===== src/hw/rtl/hrt_pkg.sv =====
`default_nettype none
package hrt_pkg;

    localparam int HRT_MAX_LINE = 8192;
    localparam int HRT_Q_DEPTH  = 4;

    localparam int CFG_W     = 13;
    localparam int CFG_IDX_W = 2;

    localparam logic [CFG_IDX_W-1:0] REG_REQ_LIMIT = 2'd0;
    localparam logic [CFG_IDX_W-1:0] REG_HDR_LIMIT = 2'd1;

    localparam logic [CFG_W-1:0] REQ_LIMIT_RST = 13'd1023;
    localparam logic [CFG_W-1:0] HDR_LIMIT_RST = 13'd8191;

    localparam logic [7:0] CHR_CR    = 8'h0d;
    localparam logic [7:0] CHR_LF    = 8'h0a;
    localparam logic [7:0] CHR_SPACE = 8'h20;
    localparam logic [7:0] CHR_TAB   = 8'h09;
    localparam logic [7:0] CHR_COLON = 8'h3a;
    localparam logic [7:0] CHR_NUL   = 8'h00;
    localparam logic [7:0] CHR_UC_A  = 8'h41;
    localparam logic [7:0] CHR_UC_Z  = 8'h5a;
    localparam logic [7:0] CASE_BIT  = 8'h20;

    localparam logic [2:0] KIND_METHOD   = 3'd0;
    localparam logic [2:0] KIND_URI      = 3'd1;
    localparam logic [2:0] KIND_VERSION  = 3'd2;
    localparam logic [2:0] KIND_NAME     = 3'd3;
    localparam logic [2:0] KIND_VALUE    = 3'd4;
    localparam logic [2:0] KIND_REQ_DONE = 3'd5;
    localparam logic [2:0] KIND_HDR_DONE = 3'd6;
    localparam logic [2:0] KIND_ERROR    = 3'd7;

    localparam logic [2:0] ERR_NONE    = 3'd0;
    localparam logic [2:0] ERR_CR_NOLF = 3'd1;
    localparam logic [2:0] ERR_LONG    = 3'd2;
    localparam logic [2:0] ERR_END     = 3'd3;
    localparam logic [2:0] ERR_BAD_REQ = 3'd4;
    localparam logic [2:0] ERR_CONT    = 3'd5;
    localparam logic [2:0] ERR_COLON   = 3'd6;

    typedef enum logic [3:0] {
        CLS_OTHER,
        CLS_CR,
        CLS_LF,
        CLS_ZERO,
        CLS_SPACE,
        CLS_TAB,
        CLS_COLON,
        CLS_END,
        CLS_RESTART
    } t_cls;

    typedef struct packed {
        t_cls       cls;
        logic [7:0] data;
        logic [7:0] lc;
    } t_tok;

endpackage
`default_nettype wire


===== src/hw/rtl/hrt_if.sv =====
`default_nettype none
interface hrt_in_if;
    logic       valid;
    logic       ready;
    logic [7:0] rx_byte;
    logic       stream_end;
    logic       restart;

    modport source (output valid, output rx_byte, output stream_end, output restart,
                    input ready);
    modport sink   (input valid, input rx_byte, input stream_end, input restart,
                    output ready);
endinterface

interface hrt_out_if;
    logic       valid;
    logic       ready;
    logic [2:0] kind;
    logic [7:0] data_byte;
    logic       new_header;
    logic [2:0] error_code;

    modport source (output valid, output kind, output data_byte, output new_header,
                    output error_code, input ready);
    modport sink   (input valid, input kind, input data_byte, input new_header,
                    input error_code, output ready);
endinterface

interface hrt_cfg_if;
    logic        valid;
    logic        ready;
    logic [1:0]  index;
    logic [12:0] data;

    modport source (output valid, output index, output data, input ready);
    modport sink   (input valid, input index, input data, output ready);
endinterface
`default_nettype wire


===== src/hw/rtl/hrt_front.sv =====
`default_nettype none
module hrt_front (
    hrt_in_if.sink          i_rx,
    input  wire logic       i_q_full,
    output hrt_pkg::t_tok   o_tok,
    output logic            o_push
);
    import hrt_pkg::*;

    t_cls w_cls;

    always_comb begin
        if (i_rx.restart) begin
            w_cls = CLS_RESTART;
        end else if (i_rx.stream_end) begin
            w_cls = CLS_END;
        end else begin
            case (i_rx.rx_byte)
                CHR_CR:    w_cls = CLS_CR;
                CHR_LF:    w_cls = CLS_LF;
                CHR_NUL:   w_cls = CLS_ZERO;
                CHR_SPACE: w_cls = CLS_SPACE;
                CHR_TAB:   w_cls = CLS_TAB;
                CHR_COLON: w_cls = CLS_COLON;
                default:   w_cls = CLS_OTHER;
            endcase
        end
    end

    assign i_rx.ready = !i_q_full;
    assign o_push     = i_rx.valid && !i_q_full;

    always_comb begin
        o_tok.cls  = w_cls;
        o_tok.data = i_rx.rx_byte;
        if (i_rx.rx_byte >= CHR_UC_A && i_rx.rx_byte <= CHR_UC_Z) begin
            o_tok.lc = i_rx.rx_byte | CASE_BIT;
        end else begin
            o_tok.lc = i_rx.rx_byte;
        end
    end

endmodule
`default_nettype wire


===== src/hw/rtl/hrt_queue.sv =====
`default_nettype none
module hrt_queue #(
    parameter int DEPTH = hrt_pkg::HRT_Q_DEPTH
) (
    input  wire logic          i_clk,
    input  wire logic          i_rst_n,
    input  wire logic          i_push,
    input  wire hrt_pkg::t_tok i_tok,
    output logic               o_full,
    output logic               o_valid,
    output hrt_pkg::t_tok      o_tok,
    input  wire logic          i_pop
);
    import hrt_pkg::*;

    localparam int PW = $clog2(DEPTH);

    t_tok          r_mem [DEPTH];
    logic [PW-1:0] r_wptr;
    logic [PW-1:0] r_rptr;
    logic [PW:0]   r_cnt;
    logic          w_push;
    logic          w_pop;

    assign o_full  = (r_cnt == (PW+1)'(DEPTH));
    assign o_valid = (r_cnt != '0);
    assign o_tok   = r_mem[r_rptr];
    assign w_push  = i_push && !o_full;
    assign w_pop   = i_pop && o_valid;

    always_ff @(posedge i_clk) begin
        if (w_push) begin
            r_mem[r_wptr] <= i_tok;
        end
    end

    always_ff @(posedge i_clk) begin
        if (!i_rst_n) begin
            r_wptr <= '0;
            r_rptr <= '0;
            r_cnt  <= '0;
        end else begin
            if (w_push) begin
                r_wptr <= (r_wptr == PW'(DEPTH - 1)) ? '0 : r_wptr + PW'(1);
            end
            if (w_pop) begin
                r_rptr <= (r_rptr == PW'(DEPTH - 1)) ? '0 : r_rptr + PW'(1);
            end
            case ({w_push, w_pop})
                2'b10:   r_cnt <= r_cnt + (PW+1)'(1);
                2'b01:   r_cnt <= r_cnt - (PW+1)'(1);
                default: r_cnt <= r_cnt;
            endcase
        end
    end

    a_cnt_bound: assert property (@(posedge i_clk) disable iff (!i_rst_n)
        r_cnt <= (PW+1)'(DEPTH))
        else $error("queue count beyond depth");

    a_ptr_gap: assert property (@(posedge i_clk) disable iff (!i_rst_n)
        (r_cnt == '0 || r_cnt == (PW+1)'(DEPTH)) |-> (r_wptr == r_rptr))
        else $error("queue pointers disagree with count");

endmodule
`default_nettype wire


===== src/hw/rtl/hrt_back.sv =====
`default_nettype none
module hrt_back #(
    parameter int MAX_LINE = hrt_pkg::HRT_MAX_LINE
) (
    input  wire logic                     i_clk,
    input  wire logic                     i_rst_n,
    input  wire logic                     i_q_valid,
    input  wire hrt_pkg::t_tok            i_q_tok,
    output logic                          o_q_pop,
    input  wire logic [hrt_pkg::CFG_W-1:0] i_req_limit,
    input  wire logic [hrt_pkg::CFG_W-1:0] i_hdr_limit,
    hrt_out_if.source                     o_tok
);
    import hrt_pkg::*;

    localparam int LW = $clog2(MAX_LINE);
    localparam logic [CFG_W-1:0] LIM_MAX = CFG_W'(MAX_LINE - 1);

    typedef enum logic [3:0] {
        M_METHOD  = 4'd0,
        M_URI     = 4'd1,
        M_VERSION = 4'd2,
        M_HSTART  = 4'd3,
        M_HNAME   = 4'd4,
        M_HSKIP   = 4'd5,
        M_HVALUE  = 4'd6,
        M_BADCONT = 4'd7,
        M_NOCOLON = 4'd8,
        M_BLANK   = 4'd9,
        M_DONE    = 4'd10,
        M_FAILED  = 4'd11
    } t_mode;

    t_mode         r_mode, n_mode;
    logic          r_cr, n_cr;
    logic [LW-1:0] r_len, n_len;
    logic          r_any, n_any;
    logic          r_cut, n_cut;
    logic          r_pend, n_pend;

    logic          r_ovalid;
    logic [2:0]    r_kind, n_kind;
    logic [7:0]    r_data, n_data;
    logic          r_nh, n_nh;
    logic [2:0]    r_err, n_err;
    logic          n_emit;

    logic [CFG_W-1:0] w_lim_raw;
    logic [CFG_W-1:0] w_lim;
    logic             w_ws;
    logic [2:0]       w_req_kind;

    assign o_q_pop = i_q_valid && (!r_ovalid || o_tok.ready);

    assign w_lim_raw = (r_mode == M_METHOD || r_mode == M_URI || r_mode == M_VERSION)
                       ? i_req_limit : i_hdr_limit;
    assign w_lim     = (w_lim_raw > LIM_MAX) ? LIM_MAX : w_lim_raw;
    assign w_ws      = (i_q_tok.cls == CLS_SPACE) || (i_q_tok.cls == CLS_TAB);

    always_comb begin
        case (r_mode)
            M_URI:     w_req_kind = KIND_URI;
            M_VERSION: w_req_kind = KIND_VERSION;
            default:   w_req_kind = KIND_METHOD;
        endcase
    end

    always_comb begin
        n_mode = r_mode;
        n_cr   = r_cr;
        n_len  = r_len;
        n_any  = r_any;
        n_cut  = r_cut;
        n_pend = r_pend;
        n_emit = 1'b0;
        n_kind = KIND_METHOD;
        n_data = '0;
        n_nh   = 1'b0;
        n_err  = ERR_NONE;

        if (o_q_pop) begin
            if (i_q_tok.cls == CLS_RESTART) begin
                n_mode = M_METHOD;
                n_cr   = 1'b0;
                n_len  = '0;
                n_any  = 1'b0;
                n_cut  = 1'b0;
                n_pend = 1'b0;
            end else if (r_mode == M_DONE || r_mode == M_FAILED) begin
                n_mode = r_mode;
            end else if (i_q_tok.cls == CLS_END) begin
                n_mode = M_FAILED;
                n_emit = 1'b1;
                n_kind = KIND_ERROR;
                n_err  = r_cr ? ERR_CR_NOLF : ERR_END;
            end else if (r_cr) begin
                n_cr = 1'b0;
                if (i_q_tok.cls == CLS_LF) begin
                    n_len  = '0;
                    n_cut  = 1'b0;
                    n_pend = 1'b0;
                    case (r_mode)
                        M_METHOD: begin
                            n_mode = M_FAILED;
                            n_emit = 1'b1;
                            n_kind = KIND_ERROR;
                            n_err  = ERR_BAD_REQ;
                        end
                        M_URI, M_VERSION: begin
                            n_mode = M_HSTART;
                            n_emit = 1'b1;
                            n_kind = KIND_REQ_DONE;
                        end
                        M_HSTART, M_BLANK: begin
                            n_mode = M_DONE;
                            n_emit = 1'b1;
                            n_kind = KIND_HDR_DONE;
                        end
                        M_HNAME, M_NOCOLON: begin
                            n_mode = M_FAILED;
                            n_emit = 1'b1;
                            n_kind = KIND_ERROR;
                            n_err  = ERR_COLON;
                        end
                        M_BADCONT: begin
                            n_mode = M_FAILED;
                            n_emit = 1'b1;
                            n_kind = KIND_ERROR;
                            n_err  = ERR_CONT;
                        end
                        default: begin
                            n_mode = M_HSTART;
                        end
                    endcase
                end else begin
                    n_mode = M_FAILED;
                    n_emit = 1'b1;
                    n_kind = KIND_ERROR;
                    n_err  = ERR_CR_NOLF;
                end
            end else if (i_q_tok.cls == CLS_CR) begin
                n_cr = 1'b1;
            end else if (CFG_W'(r_len) >= w_lim) begin
                n_mode = M_FAILED;
                n_emit = 1'b1;
                n_kind = KIND_ERROR;
                n_err  = ERR_LONG;
            end else begin
                n_len = r_len + LW'(1);
                case (r_mode)
                    M_METHOD, M_URI, M_VERSION: begin
                        if (r_cut) begin
                            n_cut = 1'b1;
                        end else if (i_q_tok.cls == CLS_ZERO) begin
                            n_cut = 1'b1;
                        end else if (i_q_tok.cls == CLS_SPACE && r_mode != M_VERSION) begin
                            n_mode = (r_mode == M_METHOD) ? M_URI : M_VERSION;
                        end else begin
                            n_emit = 1'b1;
                            n_kind = w_req_kind;
                            n_data = i_q_tok.data;
                        end
                    end
                    M_HSTART: begin
                        if (i_q_tok.cls == CLS_ZERO) begin
                            n_mode = M_BLANK;
                        end else if (w_ws) begin
                            if (!r_any) begin
                                n_mode = M_BADCONT;
                            end else begin
                                n_mode = M_HVALUE;
                                n_emit = 1'b1;
                                n_kind = KIND_VALUE;
                                n_data = i_q_tok.data;
                            end
                        end else if (i_q_tok.cls == CLS_COLON) begin
                            n_any  = 1'b1;
                            n_pend = 1'b1;
                            n_mode = M_HSKIP;
                        end else begin
                            n_mode = M_HNAME;
                            n_emit = 1'b1;
                            n_kind = KIND_NAME;
                            n_data = i_q_tok.lc;
                            n_nh   = 1'b1;
                        end
                    end
                    M_HNAME: begin
                        if (i_q_tok.cls == CLS_COLON) begin
                            n_any  = 1'b1;
                            n_mode = M_HSKIP;
                        end else if (i_q_tok.cls == CLS_ZERO) begin
                            n_mode = M_NOCOLON;
                        end else begin
                            n_emit = 1'b1;
                            n_kind = KIND_NAME;
                            n_data = i_q_tok.lc;
                        end
                    end
                    M_HSKIP: begin
                        if (!w_ws) begin
                            n_mode = M_HVALUE;
                            if (i_q_tok.cls == CLS_ZERO) begin
                                n_cut = 1'b1;
                            end else begin
                                n_pend = 1'b0;
                                n_emit = 1'b1;
                                n_kind = KIND_VALUE;
                                n_data = i_q_tok.data;
                                n_nh   = r_pend;
                            end
                        end
                    end
                    M_HVALUE: begin
                        if (r_cut || i_q_tok.cls == CLS_ZERO) begin
                            n_cut = 1'b1;
                        end else begin
                            n_emit = 1'b1;
                            n_kind = KIND_VALUE;
                            n_data = i_q_tok.data;
                        end
                    end
                    default: begin
                        n_mode = r_mode;
                    end
                endcase
            end
        end
    end

    always_ff @(posedge i_clk) begin
        if (!i_rst_n) begin
            r_mode   <= M_METHOD;
            r_cr     <= 1'b0;
            r_len    <= '0;
            r_any    <= 1'b0;
            r_cut    <= 1'b0;
            r_pend   <= 1'b0;
            r_ovalid <= 1'b0;
        end else begin
            r_mode <= n_mode;
            r_cr   <= n_cr;
            r_len  <= n_len;
            r_any  <= n_any;
            r_cut  <= n_cut;
            r_pend <= n_pend;
            if (o_q_pop) begin
                r_ovalid <= n_emit;
            end else if (o_tok.ready) begin
                r_ovalid <= 1'b0;
            end
        end
        if (o_q_pop && n_emit) begin
            r_kind <= n_kind;
            r_data <= n_data;
            r_nh   <= n_nh;
            r_err  <= n_err;
        end
    end

    assign o_tok.valid      = r_ovalid;
    assign o_tok.kind       = r_kind;
    assign o_tok.data_byte  = r_data;
    assign o_tok.new_header = r_nh;
    assign o_tok.error_code = r_err;

    a_len_cap: assert property (@(posedge i_clk) disable iff (!i_rst_n)
        CFG_W'(r_len) <= LIM_MAX)
        else $error("line length beyond cap");

    a_err_code: assert property (@(posedge i_clk) disable iff (!i_rst_n)
        r_ovalid |-> ((r_kind == KIND_ERROR) == (r_err != ERR_NONE)))
        else $error("error code inconsistent with kind");

    a_new_hdr: assert property (@(posedge i_clk) disable iff (!i_rst_n)
        (r_ovalid && r_nh) |-> (r_kind == KIND_NAME || r_kind == KIND_VALUE))
        else $error("new header mark on non-header item");

endmodule
`default_nettype wire


===== src/hw/rtl/http_request_header_tokenizer.sv =====
`default_nettype none
// HTTP request header tokenizer. Takes one byte per cycle on i_rx and emits
// tagged tokens on o_tok: method, uri and version bytes, lowercased header
// name bytes, value bytes, request-line-done, headers-done and error items.
// Input is accepted every cycle while the 4-entry token queue between the
// classifier and the parser has room; the parser drains one entry per cycle
// into a registered output unless o_tok stalls, so sustained rate is one byte
// per cycle. A token passes the queue and the output register before it is
// on o_tok. Output back-pressure fills the queue and then holds off i_rx.
// Line limits are written on i_cfg (index 0 request line, index 1 header
// line), which is always ready; write them only while no bytes are in flight.
module http_request_header_tokenizer #(
    parameter int MAX_LINE = hrt_pkg::HRT_MAX_LINE
) (
    input  wire logic   i_clk,
    input  wire logic   i_rst_n,
    hrt_in_if.sink      i_rx,
    hrt_cfg_if.sink     i_cfg,
    hrt_out_if.source   o_tok
);
    import hrt_pkg::*;

    logic [CFG_W-1:0] r_req_limit;
    logic [CFG_W-1:0] r_hdr_limit;

    t_tok w_push_tok;
    t_tok w_pop_tok;
    logic w_push;
    logic w_full;
    logic w_q_valid;
    logic w_pop;

    assign i_cfg.ready = 1'b1;

    always_ff @(posedge i_clk) begin
        if (!i_rst_n) begin
            r_req_limit <= REQ_LIMIT_RST;
            r_hdr_limit <= HDR_LIMIT_RST;
        end else if (i_cfg.valid) begin
            case (i_cfg.index)
                REG_REQ_LIMIT: r_req_limit <= i_cfg.data;
                REG_HDR_LIMIT: r_hdr_limit <= i_cfg.data;
                default: begin
                    r_req_limit <= r_req_limit;
                end
            endcase
        end
    end

    hrt_front u_front (
        .i_rx     (i_rx),
        .i_q_full (w_full),
        .o_tok    (w_push_tok),
        .o_push   (w_push)
    );

    hrt_queue #(
        .DEPTH (HRT_Q_DEPTH)
    ) u_queue (
        .i_clk   (i_clk),
        .i_rst_n (i_rst_n),
        .i_push  (w_push),
        .i_tok   (w_push_tok),
        .o_full  (w_full),
        .o_valid (w_q_valid),
        .o_tok   (w_pop_tok),
        .i_pop   (w_pop)
    );

    hrt_back #(
        .MAX_LINE (MAX_LINE)
    ) u_back (
        .i_clk       (i_clk),
        .i_rst_n     (i_rst_n),
        .i_q_valid   (w_q_valid),
        .i_q_tok     (w_pop_tok),
        .o_q_pop     (w_pop),
        .i_req_limit (r_req_limit),
        .i_hdr_limit (r_hdr_limit),
        .o_tok       (o_tok)
    );

endmodule
`default_nettype wire

===== src/flat_wrapper.sv =====
// flat-port wrapper written by rule: the top's interface ports become plain ports
module http_request_header_tokenizer_flat import hrt_pkg::*;
#(
    parameter int MAX_LINE = hrt_pkg::HRT_MAX_LINE
)
  (i_clk, i_rst_n, i_rx_valid, i_rx_rx_byte, i_rx_stream_end, i_rx_restart, i_rx_ready, i_cfg_valid, i_cfg_index, i_cfg_data, i_cfg_ready, o_tok_valid, o_tok_kind, o_tok_data_byte, o_tok_new_header, o_tok_error_code, o_tok_ready);
  hrt_in_if i_rx_i ();
  hrt_cfg_if i_cfg_i ();
  hrt_out_if o_tok_i ();
  input  wire logic i_clk;
  input  wire logic i_rst_n;
  input wire logic [$bits(i_rx_i.valid)-1:0] i_rx_valid;
  input wire logic [$bits(i_rx_i.rx_byte)-1:0] i_rx_rx_byte;
  input wire logic [$bits(i_rx_i.stream_end)-1:0] i_rx_stream_end;
  input wire logic [$bits(i_rx_i.restart)-1:0] i_rx_restart;
  output wire logic [$bits(i_rx_i.ready)-1:0] i_rx_ready;
  input wire logic [$bits(i_cfg_i.valid)-1:0] i_cfg_valid;
  input wire logic [$bits(i_cfg_i.index)-1:0] i_cfg_index;
  input wire logic [$bits(i_cfg_i.data)-1:0] i_cfg_data;
  output wire logic [$bits(i_cfg_i.ready)-1:0] i_cfg_ready;
  output wire logic [$bits(o_tok_i.valid)-1:0] o_tok_valid;
  output wire logic [$bits(o_tok_i.kind)-1:0] o_tok_kind;
  output wire logic [$bits(o_tok_i.data_byte)-1:0] o_tok_data_byte;
  output wire logic [$bits(o_tok_i.new_header)-1:0] o_tok_new_header;
  output wire logic [$bits(o_tok_i.error_code)-1:0] o_tok_error_code;
  input wire logic [$bits(o_tok_i.ready)-1:0] o_tok_ready;
  assign i_rx_i.valid = i_rx_valid;
  assign i_rx_i.rx_byte = i_rx_rx_byte;
  assign i_rx_i.stream_end = i_rx_stream_end;
  assign i_rx_i.restart = i_rx_restart;
  assign i_rx_ready = i_rx_i.ready;
  assign i_cfg_i.valid = i_cfg_valid;
  assign i_cfg_i.index = i_cfg_index;
  assign i_cfg_i.data = i_cfg_data;
  assign i_cfg_ready = i_cfg_i.ready;
  assign o_tok_valid = o_tok_i.valid;
  assign o_tok_kind = o_tok_i.kind;
  assign o_tok_data_byte = o_tok_i.data_byte;
  assign o_tok_new_header = o_tok_i.new_header;
  assign o_tok_error_code = o_tok_i.error_code;
  assign o_tok_i.ready = o_tok_ready;
  http_request_header_tokenizer #(.MAX_LINE(MAX_LINE)) u_core (.i_clk(i_clk), .i_rst_n(i_rst_n), .i_rx(i_rx_i), .i_cfg(i_cfg_i), .o_tok(o_tok_i));
endmodule

===== config.mk =====
export PLATFORM = sky130hd
export DESIGN_NAME = http_request_header_tokenizer_flat
export DESIGN_NICKNAME = d
export VERILOG_FILES = /design/src/hw/rtl/hrt_pkg.sv /design/src/hw/rtl/hrt_if.sv /design/src/hw/rtl/hrt_front.sv /design/src/hw/rtl/hrt_queue.sv /design/src/hw/rtl/hrt_back.sv /design/src/hw/rtl/http_request_header_tokenizer.sv /design/src/flat_wrapper.sv
export SDC_FILE = /design/constraint.sdc
export NUM_CORES = 1
export LEC_CHECK = 0
export BUFFER_PORTS_ARGS = -buffer_cell sky130_fd_sc_hd__buf_2
export CAP_MARGIN = 20
export CORE_MARGIN = 3
export CORE_UTILIZATION = 30
export DETAILED_ROUTE_END_ITERATION = 16
export GPL_ROUTABILITY_DRIVEN = 0
export SKIP_LAST_GASP = 1
export SYNTH_ARGS = -nofsm -noshare
export SYNTH_HDL_FRONTEND = slang
export SYNTH_SLANG_ARGS = --single-unit

===== constraint.sdc =====
create_clock -name i_clk -period 5.3 [get_ports i_clk]
set_clock_uncertainty 0.15 [all_clocks]
set_input_delay 1.06 -clock i_clk [delete_from_list [all_inputs] [get_ports i_clk]]
set_output_delay 1.06 -clock i_clk [all_outputs]
set_load 0.1 [all_outputs]

# Yosys cells after proc, flatten, opt, wreduce, memory -nomap -nowiden
# Memory sizes are Yosys's and may differ from the RTL's. A register that Yosys moved wholly into a read port is not among the register bits.
# Index checks and enable logic that the tools add are counted.
# Widths: inputs -> output; s select.
dict set report totals {
  in_bits 30
  register_bits 70
  output_inout_bits 18
  elab_cells 270
  ram_bits 80
  n_memories 1
}
dict set report classes {
  n_lt_le_gt_ge 4
  reduce_logical 41
  n_eq_ne 54
  add_sub_neg 5
  bitwise 1
  muxes 148
}
# name words width read_ports rd_ports_with_merged_regs wr line
set memory_table {}
lappend memory_table {u_core.u_queue.r_mem 4 20 1 1 1 hrt_queue.sv:18} ;# t_tok r_mem [DEPTH];
# cell n
set ops {}
lappend ops {{$mux 13} 9}
lappend ops {{$mux 8} 12}
lappend ops {{$mux 1} 67}
lappend ops {{$mux 4} 16}
lappend ops {{$mux 3} 18}
lappend ops {{$pmux 8 s5} 1}
lappend ops {{$eq 4x3->1 const B} 8}
lappend ops {{$ne 4x4->1 const B} 8}
lappend ops {{$eq 8x4->1 const B} 3}
lappend ops {{$ne 6x6->1 const B} 4}
lappend ops {{$mux 2} 11}
lappend ops {{$eq 4x4->1 const B} 5}
lappend ops {{$pmux 3 s3} 2}
lappend ops {{$pmux 3 s6} 1}
lappend ops {{$reduce_and 9->1} 2}
lappend ops {{$eq 4x2->1 const B} 4}
lappend ops {{$eq 8x6->1 const B} 2}
lappend ops {{$pmux 4 s4} 1}
lappend ops {{$pmux 3 s5} 1}
lappend ops {{$add 13x1->13 const B} 1}
lappend ops {{$ge 13x13->1} 1}
lappend ops {{$gt 13x13->1 const B} 1}
lappend ops {{$ne 3x3->1 const B} 4}
lappend ops {{$reduce_and 12->1} 1}
lappend ops {{other kinds (42)} 70}

# Longest topological paths before layout
dict set report logic_depth {
  ltp_word 15
  mapped_depth 15
  depth_no_buf 11
}

# Hierarchy
# A second synthesis with hierarchy kept.
dict set report hier_totals {
  cells_unflattened 655
  area_unflattened_um2 7664.9
}
# module n_inst seq_area_each_um2 cells_each area_per_inst_um2
set modules_own_cells {}
lappend modules_own_cells {hrt_queue 1 2582.5 160 3392.0}
lappend modules_own_cells {hrt_back 1 890.9 345 2864.0}
lappend modules_own_cells {http_request_header_tokenizer 1 520.5 107 1111.1}
lappend modules_own_cells {hrt_front 1 0.0 43 297.8}

# Least setup slack after synthesis
# Ideal clock, no wire load.
dict set report synth_timing {
  kind {register to register}
  from {reg u_core.u_back.r_mode[1]}
  to {reg u_core.u_back.r_len[11]}
  setup_slack_ps 809
  arrival_ps 4268
  path_buffers 3
  setup_time_ps 73
  path_stages_with_launch 14
  t_required_ps 5077
  synth_period_minus_slack_ps 4491
  path_cell_list {dfxtp_1 -> clkbuf_1 -> and2_1 -> clkbuf_1 -> nor3_1 -> clkbuf_1 -> mux2i_1 -> ha_1 -> a2111oi_0 -> o21bai_1 -> a211oi_1 -> o2111ai_1 -> or4_1 -> a21oi_1}
}
dict set report synth_via {
  elab_chain_len 9
  word_cells_on_any_way 15
  cone_classes {2 x order compare; 6 x eq/ne; 2 x mux; 5 x reduce/logical}
}
# element line
set synth_lines {}
lappend synth_lines {{start, declared} hrt_back.sv:34} ;# t_mode r_mode, n_mode;
lappend synth_lines {{start signal, assigned} hrt_back.sv:241} ;# r_mode <= n_mode;
lappend synth_lines {{$eq 4x1->1 or $logic_not 4->1 (tied branches)} hrt_back.sv:55} ;# assign w_lim_raw = (r_mode == M_METHOD || r_mode == M_URI || r_mode == M_VERSION)
lappend synth_lines {{$logic_or 1x1->1 (2 in series)} hrt_back.sv:55}
lappend synth_lines {{$mux 13} hrt_back.sv:56} ;# ? i_req_limit : i_hdr_limit;
lappend synth_lines {{$gt 13x13->1} hrt_back.sv:57} ;# assign w_lim = (w_lim_raw > LIM_MAX) ? LIM_MAX : w_lim_raw;
lappend synth_lines {{$mux 13} hrt_back.sv:57}
lappend synth_lines {{$ge 13x13->1} hrt_back.sv:143} ;# end else if (CFG_W'(r_len) >= w_lim) begin
lappend synth_lines {{$ne 3x3->1 (no source line)} -}
lappend synth_lines {{$reduce_and 6->1 (no source line) (*)} -}
lappend synth_lines {{end signal, assigned} hrt_back.sv:243} ;# r_len <= n_len;
lappend synth_lines {{end, declared} hrt_back.sv:36} ;# logic [LW-1:0] r_len, n_len;
# Every way passes the cells marked *; elsewhere a longest branch is shown, timed or not.
# A chain may end at the register's enable or synchronous reset.

# Final worst setup path
dict set report layout_timing {
  from {reg u_core.u_back.r_mode[1]}
  to {reg u_core.u_back.r_len[3]}
}
# Same word-level chain as after synthesis.

==> impl_metrics.json <==
{
  "status": "completed",
  "final.min_clock_period_ps": 4184,
  "intPower_w": 0.002307,
  "fin_ws_ps": 1116,
  "rsz0062_at_grt": "no",
  "crit_buf_inv": 2,
  "netlist_instances": 596,
  "ant_nets": 0,
  "drive_gt1_share_pct": 17.05,
  "avgSynthCellArea_um2": 10.37,
  "maxSlewHeadroom_pct": 37.31,
  "max_stage_delay_ps": 690,
  "dominantRegCellSynth": "edfxtp_1",
  "clock_sinks": 124,
  "cts_resized": 0,
  "clk_pin_slew_ps": 60,
  "post-dp-hpwl_um": 10030,
  "totalWireLength_um": 14430,
  "cts_buffers": 17,
  "synth_edf_count": 67,
  "start_util_pct": 31.16,
  "path_cells": "and2_1, nor3_2, buf_4, mux2_2, ha_1, nand2b_1, a2111oi_0, o21bai_1, a211oi_1, buf_4, o21ai_1, o21ai_1, o21ba_2",
  "avgRoutedWirePerCell_um": 15.76,
  "cts.path.max_buffers": 2,
  "via_count": 4702,
  "fmax_mhz": 239.0,
  "cts-root-buf": "clkbuf_16",
  "cts_setup_buffers": 0,
  "antenna_found_initial": 2,
  "finalNetCount": 689,
  "setup_viol": 0,
  "power_frac_comb_pct": 36.6,
  "final_cell_count_no_fill": 916,
  "final_max_slew_viol_count": 0,
  "via_per_inst": 5.133,
  "place.port_buffers": 46,
  "crit_path_max_fanout": 18,
  "cp.required_ps": 5460,
  "p_leak_nw": 2.834,
  "critPathCaptureType": "flip-flop",
  "drv_cap": 0,
  "num_rows": 51,
  "hold_path_class": "reg -> reg",
  "fin_crit_sh_pct": 78.95,
  "p_per_area_nw_per_um2": 542.0,
  "firstDrtPassIters": 5,
  "ys_warn_count": 0,
  "die_w_um": 149.6,
  "drc": 0,
  "grt_max_degree": 35,
  "placedCellCount": 884,
  "grtUsageTotal_pct": 13.39,
  "crit_type": "reg -> reg",
  "ys_types": 73,
  "cts_tree": "done",
  "grt_first_pass_wirelength_um": 23380,
  "swShare_pct": 41.65,
  "syn2layout_area_growth_pct": 17.99,
  "postCtsHoldBufs": 0,
  "power.total_w": 0.003954,
  "yosysSeqAreaShare_pct": 50.99,
  "num-fill-cells": 1955,
  "startpoint_type": "flip-flop",
  "power_frac_clock_pct": 30.6,
  "hold_slack_ps": 305.6,
  "first_iter_violations": 312,
  "async_reset_ff_share_pct": 0,
  "dieArea_um2": 22370,
  "die_h_um": 149.6,
  "synth_seq_cells": 124,
  "worstMarginPinSlew_ps": 927.7,
  "p_switching_w": 0.001647,
  "diodes": 0,
  "irDropWorstVdd_mv": 0.2301,
  "crit_family": "compound AO/OA/AOI/OAI gates",
  "io_pins": 48,
  "core_um2": 19850,
  "syn_area_um2": 6183,
  "htree_levels": 4,
  "slowest_stage": "dfxtp_1",
  "gr-total-overflow": 0,
  "hold_viol": 0,
  "timing.setup.tns_ps": 0,
  "crit_arrival_ps": 4350,
  "place_worst_setup_slack_ps": 1127,
  "synthesis.nets": 647,
  "p_seq_share_pct": 32.9,
  "clk_latency_ps": 420,
  "grt_pass1_vias": 4404
}
==> worst paths after layout <==
path,start,endpoint,slack [ps],cells after the start
worst max-delay path,u_core.u_back.r_mode[1],u_core.u_back.r_len[3],1120,13
worst min-delay path,u_core.r_req_limit[12],u_core.r_req_limit[12],310,2
worst max register to register,u_core.u_back.r_mode[1],u_core.u_back.r_len[3],1120,13
worst min register to register,u_core.r_req_limit[12],u_core.r_req_limit[12],310,2
==> per-stage QoR <==
| step | utilization [%] | area [µm²] |
|---|---|---|
| after floorplan | - | 6183 |
| after global placement | 33.64 | 6675 |
| after detailed placement | 33.64 | 6675 |
| after CTS | 36.76 | 7296 |
| after global routing | 36.76 | 7296 |
| final | 36.76 | 7296 |
==> worst reg2reg max path: stages (launching register included) <==
cell and delay, ps:
dfxtp_1 690, and2_1 310, nor3_2 50, buf_4 240, mux2_2 300, ha_1 260
nand2b_1 140, a2111oi_0 390, o21bai_1 160, a211oi_1 250, buf_4 210, o21ai_1 100
o21ai_1 580, o21ba_2 250
==> cell usage in the layout (no fill, tap or decap), types with 16 or more instances in the layout <==
cell / n
a21oi_1: 42
nor2_1: 33
buf_2: 46
mux2i_1: 16
nand3_1: 40
o21ai_0: 24
ha_1: 20
nand2_1: 79
clkbuf_16: 17
dfxtp_1: 57
edfxtp_1: 67
==> metal layers <==
| metal | part of all wire, % | track usage (%) |
|---|---|---|
| met5 | 0.15 | 0 |
| met1 | 43 | 16.88 |
| met4 | 3.1 | 5.904 |
| met2 | 47 | 21.02 |
| met3 | 6.9 | 4.422 |
==> sequential cells by signal (all words and copies together), names as in the netlist, 2 cells and up, named ones only <==
| name | cells |
|---|---|
| u_core.u_queue.r_cnt | 3 |
| u_core.u_back.r_mode | 4 |
| u_core.r_req_limit | 13 |
| u_core.u_back.r_len | 13 |
| u_core.u_queue.r_wptr | 2 |
| u_core.u_queue.r_mem | 52 |
| u_core.u_back.o_tok.data_byte | 8 |
| u_core.u_back.o_tok.error_code | 3 |
| u_core.u_back.o_tok.kind | 3 |
| u_core.r_hdr_limit | 13 |
| u_core.u_queue.r_rptr | 2 |
==> power groups by stage <==
stage | registers, W | logic [W] | clock network, W
5_1_grt | 0.00132 | 0.00156 | 0.00128
6_report | 0.00130 | 0.00145 | 0.00121
4_1_cts | 0.00130 | 0.00145 | 0.00123
3_3_place_gp | 0.00132 | 0.00144 | 0
2_1_floorplan | 0.00172 | 0.000736 | 0
3_5_place_dp | 0.00132 | 0.00144 | 0
==> cells in the mapped netlist (all sizes together) (5+ instances only) <==
cell    count  area (µm²)
ha         20       250.2
clkbuf     22       83.83
nand2b      8       50.05
xor2        6       52.55
nor4        5       31.28
o211ai      5       37.54
or3         9       56.30
a21oi      42       210.2
nand3b      6       45.04
mux2i      16       160.2
xnor2       6       52.55
dfxtp      57        1141
nor2       33       123.9
and3       10       62.56
edfxtp     67        2012
mux4       13       304.1
buf         9       51.30
nor2b      12       75.07
inv        15       56.30
nand3      40       200.2
nand2      79       296.5
o21ai      26       130.1
nor3       16       80.08
==> layout make-up <==
class,instances,area [µm²],area share [%]
sequential,124,3153,43.22
multi-input combinational,424,2836,38.88
clock buffer,17,425.4,5.831
tap,265,331.6,4.545
timing repair buffer,54,290.3,3.979
clock inverter,15,195.2,2.675
inverter,17,63.81,0.8746
==> cell families after synthesis <==
family                     synth area share (%)
buffers and inverters                     3.217
other                                   0.06065
DFF                                       50.99
adders and majority gates                 4.371
and+or+nand+nor                           19.77
muxes                                     8.053
AOI/OAI and AO/OA                         11.84
xor gates and xnor gates                  1.700
Power figures use the tool's default switching activity.
